## config.mk

```make
export PLATFORM = sky130hd
export DESIGN_NAME = tlq_div
export DESIGN_NICKNAME = d
export VERILOG_FILES = /design/src/rtl/core/tlq_pkg.sv /design/src/rtl/core/tlq_div.sv
export SDC_FILE = /design/constraint.sdc
export NUM_CORES = 2
export LEC_CHECK = 0
export ABC_AREA = 0
export BUFFER_PORTS_ARGS = -buffer_cell sky130_fd_sc_hd__buf_4
export CAP_MARGIN = 5
export CORE_MARGIN = 2
export CORE_UTILIZATION = 50
export CTS_CLUSTER_SIZE = 14
export DETAILED_ROUTE_END_ITERATION = 12
export PLACE_DENSITY = 0.78
export SETUP_SLACK_MARGIN = 0.5
export SYNTH_ARGS = -nofsm -noshare
export SYNTH_HDL_FRONTEND = slang
export SYNTH_SLANG_ARGS = --single-unit
```

## constraint.sdc

```tcl
create_clock -name clock -period 9.3 [get_ports clock]
set_input_delay 0.93 -clock clock [delete_from_list [all_inputs] [get_ports clock]]
set_output_delay 0.93 -clock clock [all_outputs]
set_load 0.02 [all_outputs]
```

## src/rtl/core/tlq_pkg.sv

```systemverilog
// Shared types, widths and corner codes for the thick line quad expander.
package tlq_pkg;

   // Field widths
   localparam int COORD_W = 16;
   localparam int HW_W    = 12;
   localparam int RGBA_W  = 32;

   // Derived datapath widths
   localparam int DIFF_W  = COORD_W + 1;            // endpoint difference
   localparam int MAG_W   = COORD_W;                // |difference|
   localparam int SQ_W    = 2 * MAG_W;              // one square
   localparam int SUM_W   = SQ_W + 1;               // dx*dx + dy*dy
   localparam int RAD_W   = ((SUM_W + 17) / 2) * 2; // (sum << 16), even width
   localparam int ROOT_W  = RAD_W / 2;              // length, 8 fraction bits
   localparam int REM_W   = ROOT_W + 3;
   localparam int PROD_W  = HW_W + MAG_W;           // half width * |d|
   localparam int NUM_W   = PROD_W + 10;            // 2*prod*256 + root
   localparam int DEN_W   = ROOT_W + 1;             // 2*root
   localparam int QUO_W   = HW_W;                   // offset never exceeds hw
   localparam int VTX_W   = COORD_W + 3;

   typedef enum logic [1:0] {
      CORNER_P1_PLUS  = 2'd0,
      CORNER_P1_MINUS = 2'd1,
      CORNER_P2_MINUS = 2'd2,
      CORNER_P2_PLUS  = 2'd3
   } tlq_corner_type;

   typedef struct packed {
      logic signed [COORD_W-1:0] start_x;
      logic signed [COORD_W-1:0] start_y;
      logic signed [COORD_W-1:0] end_x;
      logic signed [COORD_W-1:0] end_y;
      logic [HW_W-1:0]           half_width;
      logic [RGBA_W-1:0]         rgba;
   } tlq_req_type;

   typedef struct packed {
      logic signed [COORD_W-1:0] vert_x;
      logic signed [COORD_W-1:0] vert_y;
      logic [RGBA_W-1:0]         vert_rgba;
      tlq_corner_type            corner;
      logic                      degenerate;
      logic                      last;
   } tlq_rsp_type;

   // Item context carried down the pipeline next to the length/divide math
   typedef struct packed {
      logic signed [COORD_W-1:0] x1;
      logic signed [COORD_W-1:0] y1;
      logic signed [COORD_W-1:0] x2;
      logic signed [COORD_W-1:0] y2;
      logic [RGBA_W-1:0]         rgba;
      logic                      degen;
      logic                      neg_x;
      logic                      neg_y;
      logic [PROD_W-1:0]         prod_x;
      logic [PROD_W-1:0]         prod_y;
   } tlq_geom_type;

endpackage

```

## src/rtl/core/tlq_div.sv

```systemverilog
// Pipelined restoring divider, two lanes sharing one divisor, rounds to nearest.
module tlq_div (
   input  logic                       clock,
   input  logic                       reset,
   input  logic                       en,
   input  logic                       in_valid,
   input  logic [tlq_pkg::ROOT_W-1:0] in_root,
   input  tlq_pkg::tlq_geom_type      in_geom,
   output logic                       out_valid,
   output logic [tlq_pkg::QUO_W-1:0]  out_qx,
   output logic [tlq_pkg::QUO_W-1:0]  out_qy,
   output tlq_pkg::tlq_geom_type      out_geom
);
   import tlq_pkg::*;

   logic [QUO_W-1:0] vld_ff;
   logic [NUM_W-1:0] nx_ff   [QUO_W];
   logic [NUM_W-1:0] ny_ff   [QUO_W];
   logic [QUO_W-1:0] qx_ff   [QUO_W];
   logic [QUO_W-1:0] qy_ff   [QUO_W];
   logic [DEN_W-1:0] den_ff  [QUO_W];
   tlq_geom_type     geom_ff [QUO_W];

   for (genvar k = 0; k < QUO_W; k++) begin : g_stage
      logic             vld_prev;
      logic [NUM_W-1:0] nx_prev;
      logic [NUM_W-1:0] ny_prev;
      logic [QUO_W-1:0] qx_prev;
      logic [QUO_W-1:0] qy_prev;
      logic [DEN_W-1:0] den_prev;
      tlq_geom_type     geom_prev;
      logic [NUM_W-1:0] den_sh;
      logic             ge_x;
      logic             ge_y;

      if (k == 0) begin : g_first
         // numerator 2*hw*|d|*256 + root, divisor 2*root
         assign vld_prev  = in_valid;
         assign nx_prev   = NUM_W'({in_geom.prod_x, 9'b0}) + NUM_W'(in_root);
         assign ny_prev   = NUM_W'({in_geom.prod_y, 9'b0}) + NUM_W'(in_root);
         assign qx_prev   = '0;
         assign qy_prev   = '0;
         assign den_prev  = {in_root, 1'b0};
         assign geom_prev = in_geom;
      end else begin : g_next
         assign vld_prev  = vld_ff[k-1];
         assign nx_prev   = nx_ff[k-1];
         assign ny_prev   = ny_ff[k-1];
         assign qx_prev   = qx_ff[k-1];
         assign qy_prev   = qy_ff[k-1];
         assign den_prev  = den_ff[k-1];
         assign geom_prev = geom_ff[k-1];
      end

      // trial subtract of the divisor at this quotient bit
      always_comb begin
         den_sh = NUM_W'(den_prev) << (QUO_W - 1 - k);
         ge_x   = (nx_prev >= den_sh);
         ge_y   = (ny_prev >= den_sh);
      end

      always_ff @(posedge clock) begin
         if (reset) begin
            vld_ff[k] <= 1'b0;
         end else if (en) begin
            vld_ff[k] <= vld_prev;
         end
      end

      always_ff @(posedge clock) begin
         if (en) begin
            nx_ff[k]   <= ge_x ? (nx_prev - den_sh) : nx_prev;
            ny_ff[k]   <= ge_y ? (ny_prev - den_sh) : ny_prev;
            qx_ff[k]   <= {qx_prev[QUO_W-2:0], ge_x};
            qy_ff[k]   <= {qy_prev[QUO_W-2:0], ge_y};
            den_ff[k]  <= den_prev;
            geom_ff[k] <= geom_prev;
         end
      end
   end

   assign out_valid = vld_ff[QUO_W-1];
   assign out_qx    = qx_ff[QUO_W-1];
   assign out_qy    = qy_ff[QUO_W-1];
   assign out_geom  = geom_ff[QUO_W-1];

endmodule

```

==> impl_metrics.csv <==
group,metric,value,unit
floorplan,die_x,514,um
clocking,cts_resized,0,
setup_path,path_class,"primary input to flop",
global_route,grt_usage,0.226,
timing,worstMarginPinSlew,1.27,ns
floorplan,num_rows,187,
synthesis,synth_cells,8981,
clocking,cts_setup_buffers,0,
status,status,"complete, no violations",
pwr,p_sw_frac,0.320,
timing,setup_ws,3.05,ns
timing,fin_crit,6.25,ns
pwr,clkPwrFrac,0.278,
finish,nNetsFinal,10400,
timing,relSlewSlack,0.147,
global_route,grt_pass1_vias,73400,
clocking,cts.htree.levels,5,
synthesis,synth-async-reset-ratio,0,
synthesis,synth_area,0.130,sq mm
floorplan,die_area,0.264,sq mm
job,maxCapViolations,0,
global_route,grt_overflow,0,
finish,final_area,0.147,sq mm
routing,routedWlPerCell,23.1,um
finish,drive_gt1_frac,0.104,
setup_path,crit_fanout,28,
synthesis,synth_edf_count,2985,
hold_path,hp-class,"primary input to flop",
floorplan,start_util,0.502,
synthesis,postSynthRegisterBits,2997,
placed_design,gp_congestion,0.983,
pwr,p_per_area,298,mW/mm^2
pwr,p_leak,0.0543,uW
global_route,grt_max_degree,204,
synthesis,synth_fp_nets,9812,
clocking,path_clk_slew,0.06,ns
timing,fin_skew,0.0882,ns
clocking,ctsHoldBuffers,0,
clocking,root_buffer,"clkbuf_16",
routing,wirelength,305000,um
pwr,switchingPower,14000,uW
synthesis,yosys_most_used_dff,"edfxtp_1",
placed_design,placed_area,0.137,sq mm
pwr,internal-power,29800,uW
timing,hold_viol,0,
synthesis,synth.distinct_cells,109,
setup_path,cp-start-kind,"primary input",
setup_path,arrival,6.87,ns
routing,first_pass_iters,6,
placed_design,hpwlAfterDp,224000,um
clocking,clock_path_buffers,4,
synthesis,syn_area_per_cell,14.5,sq um
routing,viasPerCell,5.64,
timing,rsz0062_at_grt,"no",
timing,tns,0,ns
finish,fin_cells,13200,
timing,max_freq,160,MHz
pwr,power.total,43800,uW
placed_design,dp_slack,2.20,ns
clocking,cts_sinks,2997,
routing,ant_nets,0,
pwr,peakVddDrop,0.000174,V
finish,area_delta_synth_final,13.1,%
floorplan,core_area,0.259,sq mm
clocking,cts_buffers,307,
placed_design,dp_cells,12700,
setup_path,critical_path_required,9.92,ns
timing,setup_viol,0,
global_route,grt_pass1_wl,452000,um
timing,drv_slew,0,
setup_path,cp-end-kind,"flop",
pwr,combPwrFrac,0.286,
routing,drtIter0Drc,6394,
floorplan,die_h,514,um
synthesis,ys_warn_count,0,
timing,period_share,0.672,
clocking,insertion_delay,0.92,ns
synthesis,yosysSeqAreaShare,0.692,
placed_design,port_buffers,363,
floorplan,ios,364,
pwr,seqPwrFrac,0.437,
finish,fill_cells,19900,
clocking,cts_tree,"built",
routing,via_count,74500,
routing,route.detailed.drc,0,
global_route,antenna_found_initial,11,
==> power by group through the flow <==
stage                     clock network (uW)  registers [uW]  logic (uW)
after CTS                              12500           19100       12400
after floorplan                            0           18600        8940
after global placement                     0           19300       12100
after global routing                   13000           19300       13800
after detailed placement                   0           19400       12300
final                                  12100           19100       12500
==> metrics by stage <==
stage	util	hold WS, ns
after floorplan	-	0.400
after global placement	0.529	0.400
after detailed placement	0.529	0.405
after CTS	0.567	0.105
after global routing	0.567	0.131
final	0.567	0.195
==> metal layers <==
layer  share of wire  global-route usage  routed length, um
met1            0.40               0.283             123000
met2            0.49               0.384             149000
met3           0.047              0.0316              14400
met4           0.058               0.117              17700
met5         0.00019                   0                 58
==> layout make-up <==
class,instances,area (sq um),area share
Sequential cell,2997,89900,0.611
Multi-Input combinational cell,5406,37900,0.258
Antenna cell,4,10.0,0.0000681
Inverter,435,1630,0.0111
Clock inverter,187,2010,0.0137
Clock buffer,364,7990,0.0544
Timing Repair Buffer,412,3290,0.0224
Tap cell,3402,4260,0.0290
==> state kept, by name, indices dropped and copies added, names as in the netlist <==
| name | cells |
|---|---|
| out_valid | 1 |
| den_ff | 204 |
| qx_ff | 78 |
| ny_ff | 411 |
| qy_ff | 78 |
| g_stage.vld_prev | 11 |
| nx_ff | 354 |
| geom_ff | 1860 |
==> layout by cell type (no fill, tap or decap), types with 75 or more instances in the layout <==
master and count:
nor2_1 498, clkbuf_16 309, nor2b_1 98, nand4_1 105, xor2_1 258, o21ai_1 170, nand3_1 122, edfxtp_1 2985
nor3_1 130, a21oi_1 576, mux2_1 75, buf_4 397, ha_1 623, nand2b_1 105, a21o_1 243, o21a_1 115
o21ai_0 368, xnor2_1 342, nand2_1 552, inv_1 424
==> critical path, stage by stage <==
cell and delay [ns]:
buf_4 0.13, ha_1 0.24, fa_1 0.44, a211oi_1 0.32, o21ai_0 0.17, a31o_2 0.29
o21ai_1 0.37, o221ai_1 0.20, a21oi_1 0.60, nor2_1 0.13, xor2_1 0.18, ha_1 0.42
nand4_1 0.23, or2_2 0.35, nor4_1 0.25, nand4_1 0.26, nand3_1 0.18, a2bb2oi_2 0.09
and3_1 0.17, buf_4 0.23, inv_2 0.32, mux2_1 0.36
==> synthesized netlist by cell type (all sizes together) (65+ instances only) <==
| cell | instances | area [sq um] |
|---|---|---|
| inv | 435 | 1630 |
| o21bai | 65 | 488 |
| o21a | 116 | 872 |
| xnor2 | 342 | 3000 |
| nor2b | 99 | 619 |
| edfxtp | 2985 | 89600 |
| nand2 | 552 | 2070 |
| clkbuf | 89 | 334 |
| nor4 | 68 | 432 |
| ha | 623 | 7790 |
| nand4 | 105 | 657 |
| nand2b | 105 | 657 |
| mux2 | 129 | 1490 |
| a21o | 243 | 1820 |
| nand3 | 122 | 611 |
| o21ai | 540 | 2710 |
| a21oi | 596 | 3060 |
| xor2 | 258 | 2260 |
| nor3 | 131 | 661 |
| nor2 | 512 | 1960 |
==> final timing paths <==
| kind | slack (ns) | depth (start not counted) | endpoint | start |
|---|---|---|---|---|
| worst min-delay path | 0.20 | 1 | geom_ff[0][117] | in_geom[117] |
| worst min register to register | 0.39 | 0 | qx_ff[0][37] | qx_ff[0][24] |
| worst max-delay path | 3.05 | 22 | ny_ff[0][34] | in_root[9] |
| worst max register to register | 4.44 | 13 | ny_ff[3][18] | ny_ff[2][44] |
==> kinds of logic (layout without fill, tap and decap cells) <==
kind of cell	count (synthesis)	in the layout	synth area share
multiplexers	151	151	0.0132
AO/OA/AOI/OAI	2032	2032	0.0993
XOR/XNOR	600	600	0.0404
other	0	4	0
AND/OR/NAND/NOR	1976	1976	0.0744
adder cells (fa/ha/maj)	647	647	0.0637
buffers and inverters	578	1398	0.0175
flip-flops	2997	2997	0.692
No activity file was read; power rests on OpenSTA's default activity.
